File: src/sv/krlt_pkg.sv
// ----------------------------------------------------------------------------
// krlt_pkg
// Shared constants, codes and types of the key rate-limit table.
// ----------------------------------------------------------------------------
package krlt_pkg;

    localparam int ENTRIES_DEF  = 16;
    localparam int KEY_BITS_DEF = 64;
    localparam int SEC_BITS     = 32;
    localparam int ST_W         = 2;

    localparam logic [ST_W-1:0] ST_OK   = 2'd0;
    localparam logic [ST_W-1:0] ST_RATE = 2'd1;
    localparam logic [ST_W-1:0] ST_FULL = 2'd2;

    localparam logic FUNC_CHECK   = 1'b0;
    localparam logic FUNC_TRIGGER = 1'b1;

    typedef enum logic [2:0] {
        S_IDLE,
        S_SCAN,
        S_TAIL,
        S_EVAL,
        S_DONE
    } t_state;

    typedef struct packed {
        logic rd_en;
        logic wr_en;
        logic clr_en;
    } t_mem_ctl;

endpackage

File: src/sv/krlt_table.sv
// ----------------------------------------------------------------------------
// krlt_table
// Entry memory with registered read and per-entry valid bits;
// an entry that is not valid reads as all zero.
// ----------------------------------------------------------------------------
module krlt_table
    import krlt_pkg::*;
#(
    parameter int ENTRIES  = ENTRIES_DEF,
    parameter int KEY_BITS = KEY_BITS_DEF,
    localparam int IDX_W   = (ENTRIES > 1) ? $clog2(ENTRIES) : 1
) (
    input  logic                i_clk,
    input  logic                i_rst_n,
    input  t_mem_ctl            i_ctl,
    input  logic [IDX_W-1:0]    i_rd_addr,
    input  logic [IDX_W-1:0]    i_wr_addr,
    input  logic [IDX_W-1:0]    i_clr_addr,
    input  logic [KEY_BITS-1:0] i_wr_key,
    input  logic [SEC_BITS-1:0] i_wr_interval,
    input  logic [SEC_BITS-1:0] i_wr_last,
    output logic [KEY_BITS-1:0] o_rd_key,
    output logic [SEC_BITS-1:0] o_rd_interval,
    output logic [SEC_BITS-1:0] o_rd_last
);

    localparam int ENT_W = KEY_BITS + 2 * SEC_BITS;

    logic [ENT_W-1:0]   mem [ENTRIES];
    logic [ENT_W-1:0]   r_rd_data;
    logic               r_rd_vld;
    logic [ENTRIES-1:0] r_valid;

    always_ff @(posedge i_clk) begin
        if (i_ctl.wr_en) begin
            mem[i_wr_addr] <= {i_wr_key, i_wr_interval, i_wr_last};
        end
        if (i_ctl.rd_en) begin
            r_rd_data <= mem[i_rd_addr];
        end
    end

    always_ff @(posedge i_clk) begin
        if (!i_rst_n) begin
            r_valid  <= '0;
            r_rd_vld <= 1'b0;
        end else begin
            if (i_ctl.wr_en) begin
                r_valid[i_wr_addr] <= 1'b1;
            end
            if (i_ctl.clr_en) begin
                r_valid[i_clr_addr] <= 1'b0;
            end
            if (i_ctl.rd_en) begin
                r_rd_vld <= r_valid[i_rd_addr];
            end
        end
    end

    assign o_rd_key      = r_rd_vld ? r_rd_data[ENT_W-1 -: KEY_BITS]            : '0;
    assign o_rd_interval = r_rd_vld ? r_rd_data[2*SEC_BITS-1 -: SEC_BITS]       : '0;
    assign o_rd_last     = r_rd_vld ? r_rd_data[SEC_BITS-1:0]                   : '0;

endmodule

File: src/sv/krlt_ctrl.sv
// ----------------------------------------------------------------------------
// krlt_ctrl
// Sequencer: sweeps the table once per word to expire entries and find the
// first match and first free entry, writes back if needed, registers status.
// ----------------------------------------------------------------------------
module krlt_ctrl
    import krlt_pkg::*;
#(
    parameter int ENTRIES  = ENTRIES_DEF,
    parameter int KEY_BITS = KEY_BITS_DEF,
    localparam int IDX_W   = (ENTRIES > 1) ? $clog2(ENTRIES) : 1
) (
    input  logic                i_clk,
    input  logic                i_rst_n,
    input  logic                i_in_valid,
    output logic                o_in_ready,
    input  logic                i_func,
    input  logic [63:0]         i_key_id,
    input  logic [SEC_BITS-1:0] i_min_interval,
    input  logic [SEC_BITS-1:0] i_now_sec,
    output logic                o_out_valid,
    input  logic                i_out_ready,
    output logic [ST_W-1:0]     o_status,
    output t_mem_ctl            o_ctl,
    output logic [IDX_W-1:0]    o_rd_addr,
    output logic [IDX_W-1:0]    o_wr_addr,
    output logic [IDX_W-1:0]    o_clr_addr,
    output logic [KEY_BITS-1:0] o_wr_key,
    output logic [SEC_BITS-1:0] o_wr_interval,
    output logic [SEC_BITS-1:0] o_wr_last,
    input  logic [KEY_BITS-1:0] i_rd_key,
    input  logic [SEC_BITS-1:0] i_rd_interval,
    input  logic [SEC_BITS-1:0] i_rd_last
);

    localparam logic [IDX_W-1:0] LAST_IDX = IDX_W'(ENTRIES - 1);

    t_state              r_state, n_state;
    logic                r_func;
    logic [KEY_BITS-1:0] r_key;
    logic [SEC_BITS-1:0] r_min_int;
    logic [SEC_BITS-1:0] r_now;
    logic [IDX_W-1:0]    r_rd_idx;
    logic [IDX_W-1:0]    r_chk_idx;
    logic                r_dv;
    logic                r_m_found;
    logic [IDX_W-1:0]    r_m_idx;
    logic [SEC_BITS-1:0] r_m_last;
    logic [SEC_BITS-1:0] r_m_int;
    logic                r_f_found;
    logic [IDX_W-1:0]    r_f_idx;
    logic [SEC_BITS-1:0] r_f_last;
    logic                r_out_vld;
    logic [ST_W-1:0]     r_status;
    logic [ST_W-1:0]     r_res, n_res;

    logic                accept;
    logic                out_free;
    logic                load_out;
    logic                expired;
    logic [SEC_BITS:0]   exp_limit;
    logic [KEY_BITS-1:0] eff_key;
    logic [SEC_BITS-1:0] eff_int;
    logic [SEC_BITS-1:0] eff_last;
    logic                hit;
    logic                free;
    logic [SEC_BITS:0]   rate_sum;
    logic                rate_hit;
    logic                wr_en;

    assign accept   = (r_state == S_IDLE) && i_in_valid;
    assign out_free = !r_out_vld || i_out_ready;

    assign exp_limit = {1'b0, i_rd_last} + {1'b0, i_rd_interval};
    assign expired   = (i_rd_last != '0) && ({1'b0, r_now} >= exp_limit);
    assign eff_key   = expired ? '0 : i_rd_key;
    assign eff_int   = expired ? '0 : i_rd_interval;
    assign eff_last  = expired ? '0 : i_rd_last;
    assign hit       = (eff_key == r_key);
    assign free      = (eff_int == '0);

    assign rate_sum = {1'b0, r_m_last} + {1'b0, r_min_int};
    assign rate_hit = rate_sum > {1'b0, r_now};

    always_comb begin
        n_state = r_state;
        unique case (r_state)
            S_IDLE: begin
                if (i_in_valid) begin
                    n_state = S_SCAN;
                end
            end
            S_SCAN: begin
                if (r_rd_idx == LAST_IDX) begin
                    n_state = S_TAIL;
                end
            end
            S_TAIL: begin
                n_state = S_EVAL;
            end
            S_EVAL: begin
                n_state = out_free ? S_IDLE : S_DONE;
            end
            S_DONE: begin
                if (out_free) begin
                    n_state = S_IDLE;
                end
            end
            default: begin
                n_state = S_IDLE;
            end
        endcase
    end

    always_comb begin
        n_res         = ST_OK;
        wr_en         = 1'b0;
        o_wr_addr     = r_m_idx;
        o_wr_key      = r_key;
        o_wr_interval = r_m_int;
        o_wr_last     = r_now;
        if (r_func == FUNC_CHECK) begin
            if (r_m_found) begin
                n_res = rate_hit ? ST_RATE : ST_OK;
            end else if (r_f_found) begin
                wr_en         = 1'b1;
                o_wr_addr     = r_f_idx;
                o_wr_interval = r_min_int;
                o_wr_last     = r_f_last;
            end else begin
                n_res = ST_FULL;
            end
        end else begin
            wr_en = r_m_found;
        end
    end

    always_comb begin
        o_ctl.rd_en  = (r_state == S_SCAN);
        o_ctl.clr_en = r_dv && expired;
        o_ctl.wr_en  = (r_state == S_EVAL) && wr_en;
        o_in_ready   = (r_state == S_IDLE);
        load_out     = ((r_state == S_EVAL) || (r_state == S_DONE)) && out_free;
    end

    assign o_rd_addr  = r_rd_idx;
    assign o_clr_addr = r_chk_idx;

    always_ff @(posedge i_clk) begin
        if (!i_rst_n) begin
            r_state   <= S_IDLE;
            r_dv      <= 1'b0;
            r_out_vld <= 1'b0;
            r_m_found <= 1'b0;
            r_f_found <= 1'b0;
            r_rd_idx  <= '0;
        end else begin
            r_state <= n_state;
            r_dv    <= (r_state == S_SCAN);
            if (load_out) begin
                r_out_vld <= 1'b1;
            end else if (i_out_ready) begin
                r_out_vld <= 1'b0;
            end
            if (accept) begin
                r_rd_idx  <= '0;
                r_m_found <= 1'b0;
                r_f_found <= 1'b0;
            end else begin
                if (r_state == S_SCAN && r_rd_idx != LAST_IDX) begin
                    r_rd_idx <= r_rd_idx + IDX_W'(1);
                end
                if (r_dv && hit && !r_m_found) begin
                    r_m_found <= 1'b1;
                end
                if (r_dv && free && !r_f_found) begin
                    r_f_found <= 1'b1;
                end
            end
        end
    end

    always_ff @(posedge i_clk) begin
        if (accept) begin
            r_func    <= i_func;
            r_key     <= i_key_id[KEY_BITS-1:0];
            r_min_int <= i_min_interval;
            r_now     <= i_now_sec;
        end
        r_chk_idx <= r_rd_idx;
        if (r_dv && hit && !r_m_found) begin
            r_m_idx  <= r_chk_idx;
            r_m_last <= eff_last;
            r_m_int  <= eff_int;
        end
        if (r_dv && free && !r_f_found) begin
            r_f_idx  <= r_chk_idx;
            r_f_last <= eff_last;
        end
        if (r_state == S_EVAL) begin
            r_res <= n_res;
        end
        if (load_out) begin
            r_status <= (r_state == S_EVAL) ? n_res : r_res;
        end
    end

    assign o_out_valid = r_out_vld;
    assign o_status    = r_status;

endmodule

File: src/sv/key_rate_limit_table_unit.sv
// ----------------------------------------------------------------------------
// key_rate_limit_table_unit
// Key rate-limit table: expires stale entries, checks or registers a key,
// or stamps a key's last access second.
//
//   channel  direction  handshake                   payload
//   in       to block   i_in_valid / o_in_ready     i_func, i_key_id,
//                                                   i_min_interval, i_now_sec
//   out      from block o_out_valid / i_out_ready   o_status
//
// Each word passes from acceptance to a registered result through S_SCAN,
// one read per entry through the single read port of the entry memory, then
// S_TAIL for the last read data and S_EVAL to evaluate and write back.
// The next word is accepted in the cycle after the result is registered.
// Reset clears all entry valid bits at once; no clearing sweep is needed.
// A result waiting in the output register stalls the block only when the
// following word is ready to report.
// ----------------------------------------------------------------------------
module key_rate_limit_table_unit
    import krlt_pkg::*;
#(
    parameter int ENTRIES  = ENTRIES_DEF,
    parameter int KEY_BITS = KEY_BITS_DEF
) (
    input  logic                i_clk,
    input  logic                i_rst_n,
    input  logic                i_in_valid,
    output logic                o_in_ready,
    input  logic                i_func,
    input  logic [63:0]         i_key_id,
    input  logic [SEC_BITS-1:0] i_min_interval,
    input  logic [SEC_BITS-1:0] i_now_sec,
    output logic                o_out_valid,
    input  logic                i_out_ready,
    output logic [ST_W-1:0]     o_status
);

    localparam int IDX_W = (ENTRIES > 1) ? $clog2(ENTRIES) : 1;

    t_mem_ctl            mem_ctl;
    logic [IDX_W-1:0]    rd_addr;
    logic [IDX_W-1:0]    wr_addr;
    logic [IDX_W-1:0]    clr_addr;
    logic [KEY_BITS-1:0] wr_key;
    logic [SEC_BITS-1:0] wr_interval;
    logic [SEC_BITS-1:0] wr_last;
    logic [KEY_BITS-1:0] rd_key;
    logic [SEC_BITS-1:0] rd_interval;
    logic [SEC_BITS-1:0] rd_last;

    krlt_ctrl #(
        .ENTRIES  (ENTRIES),
        .KEY_BITS (KEY_BITS)
    ) u_ctrl (
        .i_clk          (i_clk),
        .i_rst_n        (i_rst_n),
        .i_in_valid     (i_in_valid),
        .o_in_ready     (o_in_ready),
        .i_func         (i_func),
        .i_key_id       (i_key_id),
        .i_min_interval (i_min_interval),
        .i_now_sec      (i_now_sec),
        .o_out_valid    (o_out_valid),
        .i_out_ready    (i_out_ready),
        .o_status       (o_status),
        .o_ctl          (mem_ctl),
        .o_rd_addr      (rd_addr),
        .o_wr_addr      (wr_addr),
        .o_clr_addr     (clr_addr),
        .o_wr_key       (wr_key),
        .o_wr_interval  (wr_interval),
        .o_wr_last      (wr_last),
        .i_rd_key       (rd_key),
        .i_rd_interval  (rd_interval),
        .i_rd_last      (rd_last)
    );

    krlt_table #(
        .ENTRIES  (ENTRIES),
        .KEY_BITS (KEY_BITS)
    ) u_table (
        .i_clk         (i_clk),
        .i_rst_n       (i_rst_n),
        .i_ctl         (mem_ctl),
        .i_rd_addr     (rd_addr),
        .i_wr_addr     (wr_addr),
        .i_clr_addr    (clr_addr),
        .i_wr_key      (wr_key),
        .i_wr_interval (wr_interval),
        .i_wr_last     (wr_last),
        .o_rd_key      (rd_key),
        .o_rd_interval (rd_interval),
        .o_rd_last     (rd_last)
    );

endmodule

File: config.mk
export PLATFORM = sky130hd
export DESIGN_NAME = key_rate_limit_table_unit
export DESIGN_NICKNAME = d
export VERILOG_FILES = /design/src/sv/krlt_pkg.sv /design/src/sv/krlt_table.sv /design/src/sv/krlt_ctrl.sv /design/src/sv/key_rate_limit_table_unit.sv
export SDC_FILE = /design/constraint.sdc
export NUM_CORES = 2
export LEC_CHECK = 0
export BUFFER_PORTS_ARGS = -buffer_cell sky130_fd_sc_hd__buf_2
export CAP_MARGIN = 20
export CORE_AREA = 3 3 533 535
export DETAILED_ROUTE_END_ITERATION = 16
export DIE_AREA = 0 0 536 538
export PLACE_DENSITY = 0.54
export SLEW_MARGIN = 20
export SYNTH_ARGS = -nofsm -noshare
export SYNTH_HDL_FRONTEND = slang
export SYNTH_HIERARCHICAL = 1
export SYNTH_SLANG_ARGS = --single-unit
File: constraint.sdc
create_clock -name i_clk -period 19.5 [get_ports i_clk]
set_input_delay 5.85 -clock i_clk [delete_from_list [all_inputs] [get_ports i_clk]]
set_output_delay 5.85 -clock i_clk [all_outputs]
set_load 0.02 [all_outputs]
# After elaboration in Yosys (flattened, before gate mapping)
# Memories as Yosys holds them, arrays and structs flattened. A register that Yosys moved wholly into a read port is not among the register bits.
# Index checks and enable logic that the tools add are counted.
[word_totals] regBits=269 ramBits=2048 input_bits=133 out_inout_bits=4 word_cells=109 n_memories=1
[mem_list] memory="u_table.mem" words=16 word_bits=128 read_ports=1 rd_ports_with_merged_regs=1 wr=1 line="krlt_table.sv:29" rtl="logic [ENT_W-1:0] mem [ENTRIES];"
[op_classes] n_addsub=3 order_cmp=7 n_eq_ne=10 mux=41 n_bitwise=4 n_reduce_logical=23
[op_table] cell="$mux 32" count=10
[op_table] cell="$mux 64" count=2
[op_table] cell="$add 32x32->33" count=2
[op_table] cell="$eq 64x64->1" count=1
[op_table] cell="$mux 16" count=3
[op_table] cell="$ge 32x33->1" count=1
[op_table] cell="$gt 33x32->1" count=1
[op_table] cell="$logic_not 32->1" count=1
[op_table] cell="$reduce_bool 32->1" count=1
[op_table] cell="$and 16x16->16" count=1
[op_table] cell="$not 16->16" count=1
[op_table] cell="$or 16x16->16" count=1
[op_table] cell="$lt 4x5->1 const B" count=3
[op_table] cell="$pmux 3 s5" count=1
[op_table] cell="$logic_and 1x1->1" count=12
[op_table] cell="$mux 3" count=4
[op_table] cell="$mux 4" count=3
[op_table] cell="$mux 1" count=11
[op_table] cell="$demux 1 s4" count=2
[op_table] cell="$ge 4x1->1 const B" count=2
[op_table] cell="$mux 2" count=4
[op_table] cell="$eq 3x2->1 const B" count=2
[op_table] cell="$add 4x1->4 const B" count=1
[op_table] cell="$bmux 1 s4" count=1
[op_table] cell="13 further kinds" count=17

# Longest topological paths before layout
[logic_depth] ltp_word=12 ltp_mapped=27 mapped_depth_nobuf=24

# Cells and area by module
# The synthesis kept the hierarchy.
[by_module_without_submodules] mod="krlt_table" n_inst=1 cells_per_inst=3282 area_per_inst_um2=82633.0 seq_area_each_um2=65683.0
[by_module_without_submodules] mod="krlt_ctrl" n_inst=1 cells_per_inst=1354 area_per_inst_um2=14968.1 seq_area_each_um2=7397.1

# Least setup slack after synthesis
# Ideal clock, no wire load.
[synth_timing] path_kind="register -> register" start="reg u_ctrl.r_func" end="reg u_table.r_valid[0]" setup_ps=113 arrival_ps=15571 required_ps=19387 slack_ps=3816 stages_incl_launch_ff=8 n_path_buf=3 period_less_slack_ps=15684 cell_sequence="edfxtp_1 > nor3b_1 > clkbuf_1 > buf_1 > mux2_2 > clkbuf_1 > nor4_1 > o221a_2"
[synth_via] elab_chain_cells=10 elab_cells_between_ends=13 cone_classes="2 x order compare; 7 x mux; 2 x bitwise; 2 x reduce/logical"
[synth_rtl] item="from (decl)" line="krlt_ctrl.sv:39" rtl="logic r_func;"
[synth_rtl] item="from (signal assigned)" line="krlt_ctrl.sv:185" rtl="r_func <= i_func;"
[synth_rtl] item="$mux 4 (*)" line="krlt_ctrl.sv:122" rtl="if (r_func == FUNC_CHECK) begin"
[synth_rtl] item="named net wr_addr[2]" line="key_rate_limit_table_unit.sv:42" rtl="logic [IDX_W-1:0] wr_addr;"
[synth_rtl] item="$lt 4x5->1 (implied by the code) / $ge 4x1->1 (equally long branches)" line="krlt_table.sv:49" rtl="r_valid[i_wr_addr] <= 1'b1;"
[synth_rtl] item="$logic_and 1x1->1 (implied by the code)" line="krlt_table.sv:49"
[synth_rtl] item="$mux 1 (implied by the code)" line="krlt_table.sv:49"
[synth_rtl] item="$demux 1 s4 (*)"
[synth_rtl] item="$or 16x16->16 (no source line) (*)"
[synth_rtl] item="$mux 16 (*)" line="krlt_table.sv:48" rtl="if (i_ctl.wr_en) begin"
[synth_rtl] item="$mux 16 (*)" line="krlt_table.sv:44" rtl="if (!i_rst_n) begin"
[synth_rtl] item="$and 16x16->16 (no source line)"
[synth_rtl] item="$mux 16 (*)" line="krlt_table.sv:51" rtl="if (i_ctl.clr_en) begin"
[synth_rtl] item="to (signal assigned)" line="krlt_table.sv:45" rtl="r_valid <= '0;"
[synth_rtl] item="to (signal, indexed assignment)" line="krlt_table.sv:49"
[synth_rtl] item="to (signal, indexed assignment)" line="krlt_table.sv:52" rtl="r_valid[i_clr_addr] <= 1'b0;"
[synth_rtl] item="to (decl)" line="krlt_table.sv:32" rtl="logic [ENTRIES-1:0] r_valid;"
# The timed path passes the listed nets; every way through them passes the cells marked *. The select of a mux whose other input is x is not followed.
# A chain may end at the register's enable or synchronous reset.

# Worst setup path in the final report
[layout_timing] start="reg u_table.r_rd_vld" end="reg u_ctrl.r_m_last[6], enable pin"
[layout_via] elab_chain_cells=8 elab_cells_between_ends=11 cone_classes="1 x add/sub; 1 x order compare; 1 x eq/ne; 4 x mux; 4 x reduce/logical"
[layout_rtl] item="from (decl)" line="krlt_table.sv:31" rtl="logic r_rd_vld;"
[layout_rtl] item="from (signal assigned)" line="krlt_table.sv:55" rtl="r_rd_vld <= r_valid[i_rd_addr];"
[layout_rtl] item="$mux 32" line="krlt_table.sv:61" rtl="assign o_rd_interval = r_rd_vld ? r_rd_data[2*SEC_BITS-1 -: SEC_BITS] : '0;"
[layout_rtl] item="named net rd_interval[0]" line="key_rate_limit_table_unit.sv:48" rtl="logic [SEC_BITS-1:0] rd_interval;"
[layout_rtl] item="$add 32x32->33" line="krlt_ctrl.sv:74" rtl="assign exp_limit = {1'b0, i_rd_last} + {1'b0, i_rd_interval};"
[layout_rtl] item="$ge 32x33->1" line="krlt_ctrl.sv:75" rtl="assign expired = (i_rd_last != '0) && ({1'b0, r_now} >= exp_limit);"
[layout_rtl] item="$logic_and 1x1->1" line="krlt_ctrl.sv:75"
[layout_rtl] item="$mux 64" line="krlt_ctrl.sv:76" rtl="assign eff_key = expired ? '0 : i_rd_key;"
[layout_rtl] item="$eq 64x64->1" line="krlt_ctrl.sv:79" rtl="assign hit = (eff_key == r_key);"
[layout_rtl] item="$logic_and 1x1->1 (2 in a row)" line="krlt_ctrl.sv:191" rtl="if (r_dv && hit && !r_m_found) begin"
[layout_rtl] item="to (signal assigned)" line="krlt_ctrl.sv:193" rtl="r_m_last <= eff_last;"
[layout_rtl] item="to (decl)" line="krlt_ctrl.sv:48" rtl="logic [SEC_BITS-1:0] r_m_last;"
# The timed path passes the listed nets, and every way through them passes these cells.

==> results.yml <==
clocking:
  clockBufferDepth: 4
  clock-sinks: 2445
  ctsHoldBuffers: 0
  cts_resized: 0
  cts_made_buffers: 270
  cts_root_buffer: "clkbuf_16"
  path_clk_slew_ns: 0.06
  cts_setup_buffers: 0
  clock_latency_ns: 0.84
  htreeDepth: 5
  cts_tree: "done"
worst_setup_path:
  critPathKind: "reg -> reg"
  rr_worst_depth: 26
  crit_path_max_fanout: 75
  critPathBufInv: 2
  cp-startpoint: "u_table/r_rd_vld$_SDFFE_PN0P_"
  cp_slowest_cell: "buf_4"
  required_ns: 19.91
  path_depth: 26
  worstPathArrival_ns: 9.07
  critPathMaxStageDelay_ns: 0.76
  worstSetupEndpointType: "register"
  worst_setup_path_start_kind: "register"
  cp_top_family: "compound AO/OA/AOI/OAI gates"
  r2r_start: "u_table/r_rd_vld$_SDFFE_PN0P_"
worst_hold_path:
  hold_depth: 1
  hold_path.class: "reg -> reg"
  hp-start: "u_table/r_valid[13]$_SDFF_PN0_"
synth:
  synth-edff-count: 2411
  synth_area_per_cell_um2: 21.1
  yosys-top-cells-area: "edfxtp_1 (74%), mux4_2 (14%), ha_1 (1.7%)"
  yosysTopAreaCell: "edfxtp_1"
  syn_area_um2: 97600
  ys_warn_count: 6
  netlist-cell-type-count: 82
  ys_ff_latch: 2445
  yosysTopAreaCellShare: 0.742
  synth_fp_nets: 4900
  synth_seq_area_share: 0.749
  synth_commonest_cells: "edfxtp_1 (2,411), mux4_2 (599), and2_1 (196)"
  synth_top_flop_cell: "edfxtp_1"
  synth_most_common_cell: "edfxtp_1"
  async_flop_share: 0
  syn_inst: 4636
routing:
  drcViolationCount: 0
  wl_per_cell_um: 28.3
  num_vias: 47522
  drtAntennaViolNets: 0
  drt_iter0_markers: 4765
  drt_wl_total_um: 253000
  drt-vias-per-instance: 5.33
  firstDrtPassIters: 6
cells_and_area:
  drive_above_1_share: 0.257
  fin_cells: 8911
  nets: 5245
  n_fill_cell: 24704
  finish.utilization: 0.400
  syn_to_final_growth_pct: 14.4
floorplanning:
  std_cell_rows: 194
  core_um2: 279000
  initial_utilization: 0.349
  num_io_pins: 137
  dieArea_um2: 288000
  dieWidth_um: 536
  die-height_um: 538
timing:
  whs_ns: 0.472
  finalMaxSlewViolations: 0
  hold_violations: 0
  finClkSkew_ns: 0.0591
  rsz0062_at_grt: "no"
  max_freq_ghz: 0.116
  fin_crit_sh: 0.444
  fin_setup_tns_ns: 0
  worst_pin_slew_ns: 1.09
  max_slew_margin: 0.255
  setup_viol: 0
  min_period_ns: 8.66
power:
  power_leakage_nw: 34.5
  powerDensity_nw_per_um2: 105
  vdd_drop_max_v: 0.0000646
  switching_share: 0.225
  pwr-share-comb: 0.069
  p_switching_w: 0.00263
  clkPwrFrac: 0.418
  power.share.sequential: 0.513
  power_w: 0.0117
  intPower_w: 0.00909
grt:
  antenna_found_initial: 12
  grt_max_degree: 133
  grt_pass1_vias: 49243
  grt_overflow: 0
  grt_util_all_layers: 0.173
  grt_pass1_wl_um: 364000
placement:
  hpwl_um: 142000
  io_buffers: 136
  dp.cells: 8433
  gp_congestion: 0.871
job:
  maxCapViolations: 0
run_status:
  outcome: "finished, final reports clean"
[power groups by stage]
stage / logic (W) / clock network, W / registers (W)
floorplan: 0.000580 / 0 / 0.00607
global placement: 0.000814 / 0 / 0.00612
detailed placement: 0.000820 / 0 / 0.00613
CTS: 0.000823 / 0.00502 / 0.00602
global route: 0.000886 / 0.00522 / 0.00602
finish: 0.000810 / 0.00489 / 0.00602
[metrics by stage]
stage	worst slack, ns	instance area [um2]
after global routing	10.29	112000
after global placement	10.99	103000
after floorplan	3.82	97600
after CTS	10.82	112000
final	10.84	112000
after detailed placement	10.84	103000
[layer usage]
layer  track usage  vias to the layer above  share of wire
li1              -                    20035              -
met1         0.250                    25695           0.44
met2         0.281                     1452           0.48
met3        0.0213                      340          0.052
met4        0.0415                        0          0.022
met5             0                        -              0
[logic make-up (layout without fill, tap and decap cells)]
group,Yosys count,count (layout),share of synthesized area
other,0,2,0
muxes,776,776,0.157
DFF,2445,2445,0.749
xor gates and xnor gates,72,72,0.00646
and+or+nand+nor,578,578,0.0329
adders and majority gates,131,131,0.0169
buffers and inverters,288,837,0.0138
AOI/OAI and AO/OA,346,346,0.0243
[placed cells by master (no fill, tap or decap), types with 29 or more instances in the layout]
| master | n |
|---|---|
| mux2i_1 | 140 |
| clkbuf_1 | 66 |
| nand4_1 | 30 |
| mux2_2 | 36 |
| nor4_1 | 34 |
| buf_4 | 112 |
| edfxtp_1 | 2411 |
| dfxtp_1 | 29 |
| clkinv_2 | 41 |
| buf_2 | 136 |
| clkinv_1 | 42 |
| xnor2_1 | 52 |
| and2_1 | 195 |
| clkbuf_16 | 278 |
| a21oi_1 | 80 |
| mux4_2 | 599 |
| nand3_1 | 41 |
| o21ai_0 | 68 |
| nand2_1 | 96 |
| ha_1 | 129 |
| inv_1 | 100 |
| nor2_1 | 50 |
| a21o_1 | 38 |
[worst paths after layout]
path | to | slack (ns)
worst min register to register | u_table/r_valid[13]$_SDFF_PN0_ | 0.47
worst max register to register | u_ctrl/r_m_last[6]$_DFFE_PP_ | 10.84
worst min-delay path | u_table/r_valid[13]$_SDFF_PN0_ | 0.47
worst max-delay path | u_ctrl/r_m_last[6]$_DFFE_PP_ | 10.84
[area by class of cell]
cell class	count	area, um2	area share
Multi-Input combinational cell	1903	23300	0.209
Tap cell	3724	4660	0.0417
Antenna cell	2	5.00	0.0000448
Clock inverter	132	1190	0.0107
Timing Repair Buffer	261	1780	0.0160
Inverter	100	375	0.00336
Sequential cell	2445	73100	0.655
Clock buffer	344	7200	0.0645
[state kept, by name (all words and copies together) (netlist names), 2 cells and up]
name,flops
u_table/mem,2048
u_ctrl/r_state,3
u_table/r_rd_data,128
u_ctrl/r_res,2
u_ctrl/o_clr_addr,4
u_ctrl/o_status,2
u_table/r_valid,16
u_ctrl/o_rd_addr,4
u_ctrl/r_m_idx,4
u_ctrl/o_wr_key,64
u_ctrl/r_m_int,32
u_ctrl/r_now,32
u_ctrl/r_m_last,32
u_ctrl/r_min_int,32
u_ctrl/r_f_last,32
u_ctrl/r_f_idx,4
Power figures use the tool's default switching activity.
